[src/rtl/fsnds_pkg.sv]
`default_nettype none
package fsnds_pkg;

  localparam int unsigned ENTRIES  = 224;
  localparam int unsigned IDX_W    = (ENTRIES > 1) ? $clog2(ENTRIES) : 1;
  // compare width for the 8-bit write index against a cell index
  localparam int unsigned SEL_W    = (IDX_W > 8) ? IDX_W : 8;
  localparam int unsigned NAME_LEN = 11;

  localparam logic [1:0] OP_WRITE  = 2'd0;
  localparam logic [1:0] OP_APPEND = 2'd1;
  localparam logic [1:0] OP_SEARCH = 2'd2;

  localparam logic [3:0] ATTR_POS  = 4'd11;
  localparam logic [7:0] SKIP_MASK = 8'h18;  // volume label | directory
  localparam logic [7:0] SPACE     = 8'h20;
  localparam logic [7:0] DOT       = 8'h2E;

  typedef logic [NAME_LEN-1:0][7:0] name_t;

  // directory byte write, broadcast to all cells
  typedef struct packed {
    logic       en;
    logic [3:0] pos;
    logic [7:0] val;
  } wr_t;

  // search token walking down the cell chain
  typedef struct packed {
    logic             vld;
    logic             done;
    logic             hit;
    logic [IDX_W-1:0] idx;
  } tok_t;

endpackage
`default_nettype wire

[src/rtl/fsnds_cell.sv]
`default_nettype none
module fsnds_cell (
  input  wire logic                       clk_i,
  input  wire logic                       rst_ni,
  input  wire fsnds_pkg::wr_t             wr_i,
  input  wire logic                       sel_i,
  input  wire logic [fsnds_pkg::IDX_W-1:0] my_idx_i,
  input  wire fsnds_pkg::name_t           query_i,
  input  wire fsnds_pkg::tok_t            tok_i,
  output      fsnds_pkg::tok_t            tok_o
);

  fsnds_pkg::name_t name_q;
  logic [7:0]       attr_q;
  fsnds_pkg::tok_t  tok_q, tok_d;

  always_comb begin
    tok_d = tok_i;
    if (tok_i.vld && !tok_i.done) begin
      if (name_q[0] == 8'h00) begin
        tok_d.done = 1'b1;  // end of table
      end else if (((attr_q & fsnds_pkg::SKIP_MASK) == 8'h00) && (name_q == query_i)) begin
        tok_d.done = 1'b1;
        tok_d.hit  = 1'b1;
        tok_d.idx  = my_idx_i;
      end
    end
  end

  always_ff @(posedge clk_i or negedge rst_ni) begin
    if (!rst_ni) begin
      name_q <= '0;
      attr_q <= '0;
      tok_q  <= '0;
    end else begin
      tok_q <= tok_d;
      if (wr_i.en && sel_i) begin
        if (wr_i.pos < fsnds_pkg::ATTR_POS) begin
          name_q[wr_i.pos] <= wr_i.val;
        end else if (wr_i.pos == fsnds_pkg::ATTR_POS) begin
          attr_q <= wr_i.val;
        end
      end
    end
  end

  assign tok_o = tok_q;

endmodule
`default_nettype wire

[config.mk]
export PLATFORM = sky130hd
export DESIGN_NAME = fsnds_cell
export DESIGN_NICKNAME = d
export VERILOG_FILES = /design/src/rtl/fsnds_pkg.sv /design/src/rtl/fsnds_cell.sv
export SDC_FILE = /design/constraint.sdc
export NUM_CORES = 1
export LEC_CHECK = 0
export ABC_AREA = 1
export BUFFER_PORTS_ARGS = -buffer_cell sky130_fd_sc_hd__buf_2
export CORE_ASPECT_RATIO = 0.5
export CORE_MARGIN = 5
export CORE_UTILIZATION = 56
export DETAILED_ROUTE_END_ITERATION = 8
export PLACE_DENSITY = 0.82
export SLEW_MARGIN = 0
export SYNTH_ARGS = -nofsm -noshare
export SYNTH_HDL_FRONTEND = slang
export SYNTH_SLANG_ARGS = --single-unit
[constraint.sdc]
create_clock -name clk_i -period 1.8 [get_ports clk_i]
set_input_delay 0.27 -clock clk_i [delete_from_list [all_inputs] [get_ports clk_i]]
set_output_delay 0.27 -clock clk_i [all_outputs]
set_load 0.02 [all_outputs]
==> After elaboration in Yosys (flattened, before gate mapping) <==
Index checks and enable logic that the tools add are counted.
{ "op_classes": {"n_lt_le_gt_ge": 3, "eq_ne": 2, "mux": 7, "bitwise": 1, "n_reduce_logical": 9} }
{ "op_table": {"columns": ["cell", "count"], "rows": [
  ["$bwmux 88", 1],
  ["$eq 88x88->1", 1],
  ["$demux 8 s4", 1],
  ["$mux 10", 2],
  ["$logic_not 8->1", 2],
  ["$mux 9", 1],
  ["$mux 8", 1],
  ["$lt 4x5->1 const B", 1],
  ["$eq 4x4->1 const B", 1],
  ["$ge 4x1->1 const B", 1],
  ["$logic_and 1x1->1", 4],
  ["$lt 4x4->1 const B", 1],
  ["$reduce_and 3->1", 1],
  ["$reduce_and 2->1", 1],
  ["$logic_not 1->1", 1],
  ["$mux 1", 1],
  ["$not 1->1", 1]
]} }
{ "word_totals": {"ff_bits": 104, "in_bits": 123, "output_inout_bits": 11, "word_cells": 38} }

==> Longest topological paths before layout <==
{ "logic_depth": {"ltp_word": 5, "depth_mapped": 12, "mapped_depth_nobuf": 12} }

==> Worst setup path after synthesis <==
Ideal clock, no wire load.
{ "synth_timing": {"path_kind": "register to register", "from": "reg attr_q[4]", "to": "reg tok_q (netlist bit tok_o[0])", "setup_ns": 0.117, "t_arrival_ns": 1.259, "t_required_ns": 1.683, "path_slack_ns": 0.423, "path_stages_with_launch": 11, "n_path_buf": 0, "synth_period_minus_slack_ns": 1.377, "path_cell_list": "dfrtp_1 nor2_1 nand2_1 nor2_1 nand2_1 nor2_1 nand2_1 nor2_1 nand4_2 nand2_1 nand2_1"} }
{ "synth_rtl": {"columns": ["item", "line_no", "source"], "rows": [
  ["start: declaration", "fsnds_cell.sv:14", "logic [7:0] attr_q;"],
  ["start signal: assignment", "fsnds_cell.sv:41", "attr_q <= wr_i.val;"],
  ["end signal: assignment", "fsnds_cell.sv:36", "tok_q <= tok_d;"],
  ["end: declaration", "fsnds_cell.sv:15", "fsnds_pkg::tok_t tok_q, tok_d;"]
]} }

==> impl_metrics.env <==
export IMPL_status="finished, violations left"
export IMPL_violations="negative hold slack"
export IMPL_timing_final_max_slew_violations=0
export IMPL_crit_type="reg2reg"
export IMPL_crit_path_frequent_cell="nand2_1"
export IMPL_drc_errors=0
export IMPL_crit_slowest_cell="dfrtp_1"
export IMPL_worstMarginPinSlew_ps=649
export IMPL_multi_input_area_sq_um=3230
export IMPL_worstSetupEndpointType="flip-flop"
export IMPL_synth_area_top_cells="dfrtp_1, nand2_1, inv_1"
export IMPL_arrival_ps=2070
export IMPL_setup_viol=0
export IMPL_yosysSeqAreaShare_pct=39.7
export IMPL_ir_worst_vdd_mv=0.586
export IMPL_power_density_nw_per_um2=898
export IMPL_cellLeakagePower_nw=4.60
export IMPL_timing_fmax_mhz=565
export IMPL_syn_to_final_growth_pct=23.6
export IMPL_cp_num_buf_inv=1
export IMPL_rsz0062_at_grt="yes"
export IMPL_reg2reg_depth=10
export IMPL_synth_top_area_share_pct=39.7
export IMPL_synth_edf_count=0
export IMPL_port_buffers=133
export IMPL_seq_power_share_pct=41.2
export IMPL_ys_ff_latch=101
export IMPL_holdWs_ps=-42.3
export IMPL_grt_use_total_pct=31.5
export IMPL_hp_class="in2async"
export IMPL_start_kind="flip-flop"
export IMPL_tns_ps=0
export IMPL_grt_overflow_total=0
export IMPL_core_area_sq_um=11000
export IMPL_root_buffer="clkbuf_16"
export IMPL_num_io_pins=134
export IMPL_netlist_instances=1058
export IMPL_cp_max_fo=8
export IMPL_die_x_um=161
export IMPL_path_delay_family="simple AND/OR/NAND/NOR gates"
export IMPL_clock_power_share_pct=30.2
export IMPL_antenna_found_initial=1
export IMPL_yosysTopAreaCell="dfrtp_1"
export IMPL_synth_most_common_cell="nand2_1"
export IMPL_cts_hold_fix_buffers=0
export IMPL_place_congestion=0.990
export IMPL_wl_per_cell_um=16.1
export IMPL_final_fill_count=974
export IMPL_drive_gt1_share_pct=19.0
export IMPL_crit_path_max_incr_delay_ps=390
export IMPL_h_tree_depth=3
export IMPL_clk_pin_slew_ps=70
export IMPL_grt_pass1_vias=6506
export IMPL_p_int_w=0.00459
export IMPL_crit_required_ps=2100
export IMPL_seq_area_sq_um=2530
export IMPL_comb_power_share_pct=28.6
export IMPL_synthFlopType="dfrtp_1"
export IMPL_fin_skew_ps=7.79
export IMPL_slew_headroom_pct=56.6
export IMPL_die_h_um=85.4
export IMPL_nNetsFinal=1336
export IMPL_clkLatencyLatePin_ps=350
export IMPL_synthArstFlopShare_pct=100
export IMPL_place_detailed_hpwl_mm=16.5
export IMPL_swShare_pct=35.0
export IMPL_avgViaCountPerCell=5.24
export IMPL_first_iter_violations=893
export IMPL_synthTopCellsByCount="nand2_1, inv_1, nor2_1"
export IMPL_drv_cap=0
export IMPL_rows=27
export IMPL_stdcell_count=1363
export IMPL_avgSynthCellArea_sq_um=6.02
export IMPL_power_w=0.00707
export IMPL_initial_utilization_pct=57.6
export IMPL_num_antenna_cells=0
export IMPL_syn_area_sq_um=6370
export IMPL_fin_crit_sh_pct=98.3
export IMPL_cp_num_cells=10
export IMPL_numCtsBuffers=9
export IMPL_drt_total_wl_mm=21.9
export IMPL_grt_first_pass_wirelength_mm=33.5
export IMPL_first_pass_iters=5
export IMPL_drtAntennaViolNets=0
export IMPL_via_count=7140
export IMPL_cts_tree="done"
export IMPL_hold_violations=33
export IMPL_cts_sinks=101
export IMPL_switchingPower_w=0.00247
export IMPL_fin_crit_ps=1770
export IMPL_grt_max_degree=102
export IMPL_syn_nets=1181
export IMPL_dp_cells=1339
export IMPL_die_area_sq_um=13700
export IMPL_yosys_warnings=0
export IMPL_ys_types=17
export IMPL_clk_path_buf_depth=2
export IMPL_crit_chain="buf_4 > nand2_1 > nand2_2 > nor2_2 > nand2_1 > nor2_4 > nand4_1 > nor2_4 > nand3_1 > nand2_1"
per-stage QoR:
stage	util [%]	setup WS, ps	instance area, sq um
2_1_floorplan	-	423	6370
3_3_place_gp	66.2	8.40	7310
3_5_place_dp	66.2	-30.3	7310
4_1_cts	69.4	4.49	7660
5_1_grt	71.3	-54.5	7870
6_report	71.3	30.5	7870
area by class of cell:
| cell class | count | area share (%) |
|---|---|---|
| clock buffers | 11 | 2.96 |
| clock inverters | 5 | 1.08 |
| inverters | 191 | 9.11 |
| multi-input cells | 748 | 41.0 |
| flip-flops and latches | 101 | 32.1 |
| well taps | 145 | 2.30 |
| repair buffers | 162 | 11.5 |
cell usage in the layout (no fill, tap or decap), types with 4 or more instances in the layout:
cell type  Yosys  final
clkbuf_16      0      9
nand3_1       15     11
nor2_2         1     18
nand4_1       13     14
nand2_2        0     20
nor2_1       115     91
buf_4          0     28
nand3_2        0      4
o21ai_1        9     10
o21ai_0       87     86
xnor2_1        6      5
nand2_1      496    475
inv_1        191    190
buf_2          9    132
nor2_4         1      8
dfrtp_1      101    101
registers in the layout, indices dropped and copies added, names as in the netlist:
| register | flops |
|---|---|
| name_q | 88 |
| attr_q | 2 |
| tok_o | 11 |
cell families (layout without fill, tap and decap cells):
| logic type | count (synthesis) | count (layout) | share of synthesized area (%) |
|---|---|---|---|
| simple gates | 643 | 644 | 39.0 |
| buf+inv | 210 | 369 | 12.6 |
| compound gates | 98 | 98 | 7.88 |
| xor+xnor | 6 | 6 | 0.825 |
| flops | 101 | 101 | 39.7 |
path summary, 6_finish.rpt:
kind	slack, ps	end	start
hold reg to reg	510	name_q[34]	name_q[34]
min in group clk_i	50	tok_o[10]	tok_i[10]
max in group asynchronous	1390	name_q[64]	rst_ni
setup reg to reg	30	tok_o[2]	name_q[42]
hold / removal	-40	name_q[32]	rst_ni
setup / recovery	30	tok_o[2]	name_q[42]
power groups by stage:
| stage | Clock [W] | Combinational (W) | Sequential, W |
|---|---|---|---|
| after global routing | 0.00223 | 0.00226 | 0.00296 |
| final | 0.00214 | 0.00202 | 0.00291 |
| after CTS | 0.00214 | 0.00186 | 0.00290 |
| after global placement | 0 | 0.00178 | 0.00291 |
| after floorplan | 0 | 0.00114 | 0.00289 |
| after detailed placement | 0 | 0.00183 | 0.00294 |
timing repair:
item,in CTS,in global routing
hold endpoints to repair,0,0
setup endpoints to repair,8,10
cloned,1,0
setup buffers,0,7
pin swaps,2,23
gates resized for setup,9,52
metal layers:
layer,part of all wire [%],vias up,global-route usage [%]
met5,0.059,-,0
met4,1.4,2,6.42
met3,14,41,11.0
met2,43,448,47.9
met1,41,3203,44.1
li1,-,3446,-
Power figures use the tool's default switching activity.
