===== config.mk =====
export PLATFORM = sky130hd
export DESIGN_NAME = fsnds_query
export DESIGN_NICKNAME = d
export VERILOG_FILES = /design/src/rtl/fsnds_pkg.sv /design/src/rtl/fsnds_query.sv
export SDC_FILE = /design/constraint.sdc
export NUM_CORES = 1
export LEC_CHECK = 0
export BUFFER_PORTS_ARGS = -buffer_cell sky130_fd_sc_hd__buf_2
export CORE_MARGIN = 2
export CORE_UTILIZATION = 43
export CTS_CLUSTER_SIZE = 14
export DETAILED_ROUTE_END_ITERATION = 7
export HOLD_SLACK_MARGIN = 0.05
export PLACE_DENSITY = 0.72
export SETUP_SLACK_MARGIN = 0.02
export SYNTH_ARGS = -nofsm -noshare
export SYNTH_HDL_FRONTEND = slang
export SYNTH_SLANG_ARGS = --single-unit

===== constraint.sdc =====
create_clock -name clk_i -period 4.25 [get_ports clk_i]
set_input_delay 0.425 -clock clk_i [delete_from_list [all_inputs] [get_ports clk_i]]
set_output_delay 0.425 -clock clk_i [all_outputs]
set_load 0.03 [all_outputs]

===== src/rtl/fsnds_pkg.sv =====
`default_nettype none
package fsnds_pkg;

  localparam int unsigned ENTRIES  = 224;
  localparam int unsigned IDX_W    = (ENTRIES > 1) ? $clog2(ENTRIES) : 1;
  // compare width for the 8-bit write index against a cell index
  localparam int unsigned SEL_W    = (IDX_W > 8) ? IDX_W : 8;
  localparam int unsigned NAME_LEN = 11;

  localparam logic [1:0] OP_WRITE  = 2'd0;
  localparam logic [1:0] OP_APPEND = 2'd1;
  localparam logic [1:0] OP_SEARCH = 2'd2;

  localparam logic [3:0] ATTR_POS  = 4'd11;
  localparam logic [7:0] SKIP_MASK = 8'h18;  // volume label | directory
  localparam logic [7:0] SPACE     = 8'h20;
  localparam logic [7:0] DOT       = 8'h2E;

  typedef logic [NAME_LEN-1:0][7:0] name_t;

  // directory byte write, broadcast to all cells
  typedef struct packed {
    logic       en;
    logic [3:0] pos;
    logic [7:0] val;
  } wr_t;

  // search token walking down the cell chain
  typedef struct packed {
    logic             vld;
    logic             done;
    logic             hit;
    logic [IDX_W-1:0] idx;
  } tok_t;

endpackage
`default_nettype wire


===== src/rtl/fsnds_query.sv =====
`default_nettype none
module fsnds_query (
  input  wire logic             clk_i,
  input  wire logic             rst_ni,
  input  wire logic             append_i,
  input  wire logic [7:0]       char_i,
  input  wire logic             clear_i,
  output      fsnds_pkg::name_t name_o
);

  localparam logic [7:0] LOWER_A  = 8'h61;
  localparam logic [7:0] LOWER_Z  = 8'h7A;
  localparam logic [7:0] UP_DELTA = 8'h20;
  localparam logic [3:0] NAME_END = 4'(fsnds_pkg::NAME_LEN);
  localparam logic [3:0] EXT_POS  = 4'd8;

  fsnds_pkg::name_t name_q;
  logic [3:0]       pos_q;
  logic [7:0]       upc;

  assign upc = ((char_i >= LOWER_A) && (char_i <= LOWER_Z)) ? (char_i - UP_DELTA) : char_i;

  always_ff @(posedge clk_i or negedge rst_ni) begin
    if (!rst_ni) begin
      name_q <= {fsnds_pkg::NAME_LEN{fsnds_pkg::SPACE}};
      pos_q  <= '0;
    end else if (clear_i) begin
      name_q <= {fsnds_pkg::NAME_LEN{fsnds_pkg::SPACE}};
      pos_q  <= '0;
    end else if (append_i && (char_i != 8'h00) && (pos_q < NAME_END)) begin
      if ((char_i == fsnds_pkg::DOT) && (pos_q <= EXT_POS)) begin
        pos_q <= EXT_POS;
      end else begin
        name_q[pos_q] <= upc;
        pos_q         <= pos_q + 4'd1;
      end
    end
  end

  assign name_o = name_q;

endmodule
`default_nettype wire


* Yosys cells after proc, flatten, opt, wreduce, memory -nomap -nowiden
Index checks and enable logic that the tools add are counted.
Storage, ports and cells: register bits 92, bits in latches 0, memory bits (writable) 0, ROM bits 0, input bits 12, output and inout bits 88, logic and storage cells 40, memories 0
Cells by class: $add $sub $neg 2, multipliers 0, divide/modulo/power cells 0, order comparisons 6, equality and inequality tests 2, shift-type cells 0, mux-type cells 10, bitwise gates (word level) 0, reductions and logical operators 8
Operators by type and width (number):
- 88-bit 2-to-1 mux | 3
- 88-bit bitwise mux | 1
- 8-bit demux with 4-bit select | 1
- 8-bit 2-to-1 mux | 2
- 4-bit 2-to-1 mux | 3
- 8-bit by 6-bit == test with 1-bit output, second input constant | 1
- 8-bit by 7-bit >= comparator with 1-bit output, second input constant | 1
- 8-bit by 7-bit <= comparator with 1-bit output, second input constant | 1
- 8-bit nonzero test | 1
- 8-bit by 6-bit subtractor with 8-bit output, second input constant | 1
- 1-bit logical AND | 5
- 4-bit by 5-bit < comparator with 1-bit output, second input constant | 1
- 4-bit by 1-bit adder with 4-bit output, second input constant | 1
- 4-bit by 1-bit >= comparator with 1-bit output, second input constant | 1
- 4-bit <= comparator, second input constant | 1
- 4-bit < comparator, second input constant | 1
- 2-bit inequality test, second input constant | 1
- 2-bit AND reduction | 1
- 2-bit nonzero test | 1

* Logic depth before layout (Yosys ltp)
word-level depth 8, gate-level depth with buffers 8, mapped depth without buffers 6

* Worst setup path before layout
Ideal clock, no wire load.
path kind in2reg, from input char_i[0], to register name_q, in the netlist name_o[21], library setup time 0.125 ns, arrival 1.904 ns, data required time 4.125 ns, setup slack 2.221 ns, cell stages on the path 6, cell sequence or4b_4 a211o_1 buf_6 buf_6 a31oi_4 a22oi_1
On the way: cells in the longest elaborated chain, start to end 7, elaborated cells between the ends (all ways) 17
RTL lines:
- start: declaration | RTL line fsnds_query.sv:6 | input wire logic [7:0] char_i,
- 8-bit by 7-bit >= comparator with 1-bit output or 8-bit by 7-bit <= comparator with 1-bit output (tied branches) | RTL line fsnds_query.sv:21 | assign upc = ((char_i >= LOWER_A) && (char_i <= LOWER_Z)) ? (char_i - UP_DELTA) : char_i;
- 1-bit logical AND | RTL line fsnds_query.sv:21
- 8-bit 2-to-1 mux | RTL line fsnds_query.sv:21
- 88-bit bitwise mux | RTL line fsnds_query.sv:34 | name_q[pos_q] <= upc;
- 88-bit 2-to-1 mux | RTL line fsnds_query.sv:31 | if ((char_i == fsnds_pkg::DOT) && (pos_q <= EXT_POS)) begin
- 88-bit 2-to-1 mux | RTL line fsnds_query.sv:30 | end else if (append_i && (char_i != 8'h00) && (pos_q < NAME_END)) begin
- 88-bit 2-to-1 mux | RTL line fsnds_query.sv:27 | end else if (clear_i) begin
- end signal: assignment | RTL line fsnds_query.sv:25 | name_q <= {fsnds_pkg::NAME_LEN{fsnds_pkg::SPACE}};
- end signal: assignment | RTL line fsnds_query.sv:28 | name_q <= {fsnds_pkg::NAME_LEN{fsnds_pkg::SPACE}};
- end signal: indexed assignment | RTL line fsnds_query.sv:34
- end: declaration | RTL line fsnds_query.sv:17 | fsnds_pkg::name_t name_q;
Several ways; a longest one is shown, not always the timed one. The select of a mux whose other input is x is not followed. A chain may end at the register's enable or synchronous reset.

* Worst setup path in the final report
from register pos_q[0], to register name_q, in the netlist name_o[87]
On the way: cells in the longest elaborated chain, start to end 8, elaborated cells between the ends (all ways) 16
RTL lines:
- start: declaration | RTL line fsnds_query.sv:18 | logic [3:0] pos_q;
- start signal: assignment | RTL line fsnds_query.sv:35 | pos_q <= pos_q + 4'd1;
- 4-bit by 5-bit < comparator with 1-bit output (implied by the code) or 4-bit by 1-bit >= comparator with 1-bit output (tied branches) | RTL line fsnds_query.sv:34
- 1-bit logical AND (implied by the code) | RTL line fsnds_query.sv:34
- 8-bit 2-to-1 mux (implied by the code) | RTL line fsnds_query.sv:34
- 8-bit demux with 4-bit select | RTL line fsnds_query.sv:34
- 88-bit bitwise mux | RTL line fsnds_query.sv:34
- 88-bit 2-to-1 mux | RTL line fsnds_query.sv:31
- 88-bit 2-to-1 mux | RTL line fsnds_query.sv:30
- 88-bit 2-to-1 mux | RTL line fsnds_query.sv:27
Several ways; a longest one is shown, not always the timed one. The select of a mux whose other input is x is not followed.

==> run_results.csv <==
group,metric,value,unit
cts,htreeDepth,3,
placement,dpl.hpwl,7010,um
cells_and_area,drive_gt1_share,36.2,%
global_routing,use_met1,30.4,%
setup_path,path_cells,"inv_1, ha_1, nand2b_1, a211oi_4, nor4_1, a22o_1",
cts,ctsResizeCount,0,
setup_path,regToRegSetupSlack,1.74,ns
global_routing,grt_max_degree,93,
power_and_ir_drop,p_int,0.00121,W
logic_synthesis,syn_area,3970,sq um
setup_path,start_kind,"flip-flop",
power_and_ir_drop,leakagePower,2.41,nW
cts,cts-root-buf,"clkbuf_8",
cts,cts_setup_buffers,0,
timing,grt_setup_unrepaired,"false",
logic_synthesis,yosysWarnings,0,
power_and_ir_drop,power_frac_seq,53.3,%
cts,clock_path_buffers,2,
floorplan,die_x,100,um
min_path,hp-class,"input port to asynchronous set/reset pin",
setup_path,critical_path_arrival,2.80,ns
run,maxCapViolCount,0,
global_routing,use_met2,34.4,%
power_and_ir_drop,comb_power_share,9.4,%
placement,port_buffers,99,
logic_synthesis,netlist_instances,309,
logic_synthesis,ys_top_cells_by_count,"dfrtp_1 (81), a22o_1 (66), inv_1 (18), clkbuf_1 (12), nor4_1 (12)",
routing,vias,3091,
power_and_ir_drop,p_total,0.00168,W
floorplan,die_area,10000,sq um
timing,finalClockSkew,0.0196,ns
floorplan,row_count,35,
timing,worstMarginPinSlew,1.26,ns
floorplan,core-area,9110,sq um
cells_and_area,multi_input_area,1520,sq um
routing,ant_nets,0,
power_and_ir_drop,pwr-share-clk,37.3,%
timing,setup_violations,0,
routing,wl,10500,um
global_routing,grt-busiest-layer,"met2",
placement,place_ws,1.55,ns
cells_and_area,diodes,0,
timing,relSlewSlack,15.4,%
logic_synthesis,yosys.area.top_type,"dfrtp_1",
cells_and_area,final_nets,421,
power_and_ir_drop,peakVddDrop,217,uV
timing,final_hold_viol_count,0,
power_and_ir_drop,switchingPower,0.000469,W
setup_path,path_max_fanout,19,
logic_synthesis,synth_top_area_share,51.1,%
routing,avgViaCountPerCell,5.94,
cells_and_area,syn2layout_area_growth,20.3,%
setup_path,required,4.54,ns
global_routing,antenna_found_initial,0,
cts,cts-buffers-inserted,9,
floorplan,ios,100,
cells_and_area,fin_cells,520,
timing,setup_ws,1.74,ns
status,status,"complete, no violations",
setup_path,path_class,"flip-flop to flip-flop",
placement,placed_cell_area,4560,sq um
logic_synthesis,avgSynthCellArea,12.8,sq um
timing,drv_slew,0,
logic_synthesis,ys_seq_area_share,58.4,%
setup_path,cpPeakStageDelay,1.08,ns
cts,clk_latency,0.37,ns
cells_and_area,regArea,2320,sq um
routing,dr.pass1.iters,5,
placement,globalplace.congestion,0.930,
logic_synthesis,async_reset_ff_share,100,%
timing,fin_crit,2.51,ns
logic_synthesis,ys_types,42,
global_routing,globalRouteOverflowTotal,0,
timing,fin_setup_tns,0,ns
global_routing,grt_pass1_wl,16700,um
logic_synthesis,syn-num-nets,326,
global_routing,grt_pass1_vias,3021,
cts,clk_pin_slew_worst_paths,0.11,ns
placement,dp_cells,504,
floorplan,die_y,100,um
timing,max_freq,399,MHz
global_routing,track_usage,21.5,%
timing,period_share,59.0,%
setup_path,crit_path_end_kind,"flip-flop",
logic_synthesis,yosysMostFrequentCell,"dfrtp_1",
routing,detail_route.wl_per_cell,20.2,um
setup_path,slowest_stage,"nor4_1",
cells_and_area,n_fill_cell,820,
logic_synthesis,synth_seq_cells,92,
power_and_ir_drop,power_density,352,nW/um^2
global_routing,use_met3,4.87,%
cts,cts.sinks,92,
floorplan,initial_utilization,43.6,%
cells_and_area,final_cell_area,4780,sq um
routing,initialDrtViolationCount,222,
routing,drc_errors,0,
cts,holdBufCountCts,0,
logic_synthesis,synth_edf_count,0,
logic_synthesis,synth_ff_type,"dfrtp_1",
cts,cts_tree,"built",
logic_synthesis,synthTopCellsByArea,"dfrtp_1 (51%), a22o_1 (15%), dfstp_2 (7.3%)",
power_and_ir_drop,p_sw_share,27.8,%
[kinds of logic (layout without fill, tap and decap cells)]
logic type,count (synthesis),in the layout,share of synthesized area [%]
AOI/OAI and AO/OA,118,118,27.3
DFF,92,92,58.4
and+or+nand+nor,58,58,8.86
buffers and inverters,36,136,3.88
adders and majority gates,5,5,1.58
[worst max-delay path: cells and delay by family (launching register included)]
family	cells	cell delay (ns)
AOI/OAI and AO/OA	2	0.43
adders and majority gates	1	0.24
buffers and inverters	1	0.10
DFF	1	0.45
and+or+nand+nor	2	1.22
[placed cells by master (no fill, tap or decap), types with 3 or more instances in the layout]
cell,netlist,routed
clkbuf_8,0,9
nand4_1,7,7
a41oi_2,7,7
o2bb2ai_1,11,11
or4_1,7,7
buf_4,0,4
nand2_1,11,11
nor2b_1,3,3
inv_1,18,18
nor4_1,12,12
dfstp_2,11,11
a22o_1,66,66
o21ai_0,3,3
dfrtp_1,81,81
ha_1,5,5
a22oi_1,11,11
nor2_1,3,3
buf_2,2,98
a21oi_1,6,6
a31oi_4,3,3
[power groups by stage]
| stage | logic (W) | registers (W) | clock network (W) |
|---|---|---|---|
| CTS | 0.000159 | 0.000898 | 0.000638 |
| finish | 0.000158 | 0.000897 | 0.000628 |
| global route | 0.000173 | 0.000899 | 0.000675 |
| global placement | 0.000156 | 0.000914 | 0 |
| detailed placement | 0.000159 | 0.000914 | 0 |
| floorplan | 0.0000693 | 0.000935 | 0 |
[cell type report]
cell class / count / area share [%]
inverters: 18 / 1.41
flip-flops and latches: 92 / 48.5
clock inverters: 7 / 1.94
well taps: 111 / 2.91
multi-input cells: 181 / 31.8
repair buffers: 102 / 10.9
clock buffers: 9 / 2.59
[routing by layer]
layer	routed length [um]	part of all wire, %	vias up
li1	-	-	1408
met1	4670	44	1543
met2	4980	47	126
met3	696	6.6	14
met4	161	1.5	0
met5	0	0	-
[per-stage QoR]
stage          util, %  hold WS, ns
6_report          52.4        0.262
5_1_grt           52.4        0.357
4_1_cts           52.4        0.308
3_5_place_dp      50.1        0.474
3_3_place_gp      50.1        0.471
2_1_floorplan        -        0.129
[final timing paths]
check	from	to	depth (start not counted)
worst max register to register	pos_q[0]$_DFFE_PN0P_	name_o[87]$_DFFE_PN0P_	6
worst min register to register	name_o[69]$_DFFE_PN1P_	name_o[69]$_DFFE_PN1P_	2
worst min-delay path	rst_ni	name_o[42]$_DFFE_PN0P_	1
max in group asynchronous	rst_ni	name_o[87]$_DFFE_PN0P_	1
min in group clk_i	char_i[5]	name_o[53]$_DFFE_PN1P_	3
worst max-delay path	pos_q[0]$_DFFE_PN0P_	name_o[87]$_DFFE_PN0P_	6
[sequential cells by signal, indices dropped and copies added, names as in the netlist]
register,flops
name_o,88
pos_q,4
(Power assumes the default switching activity.)
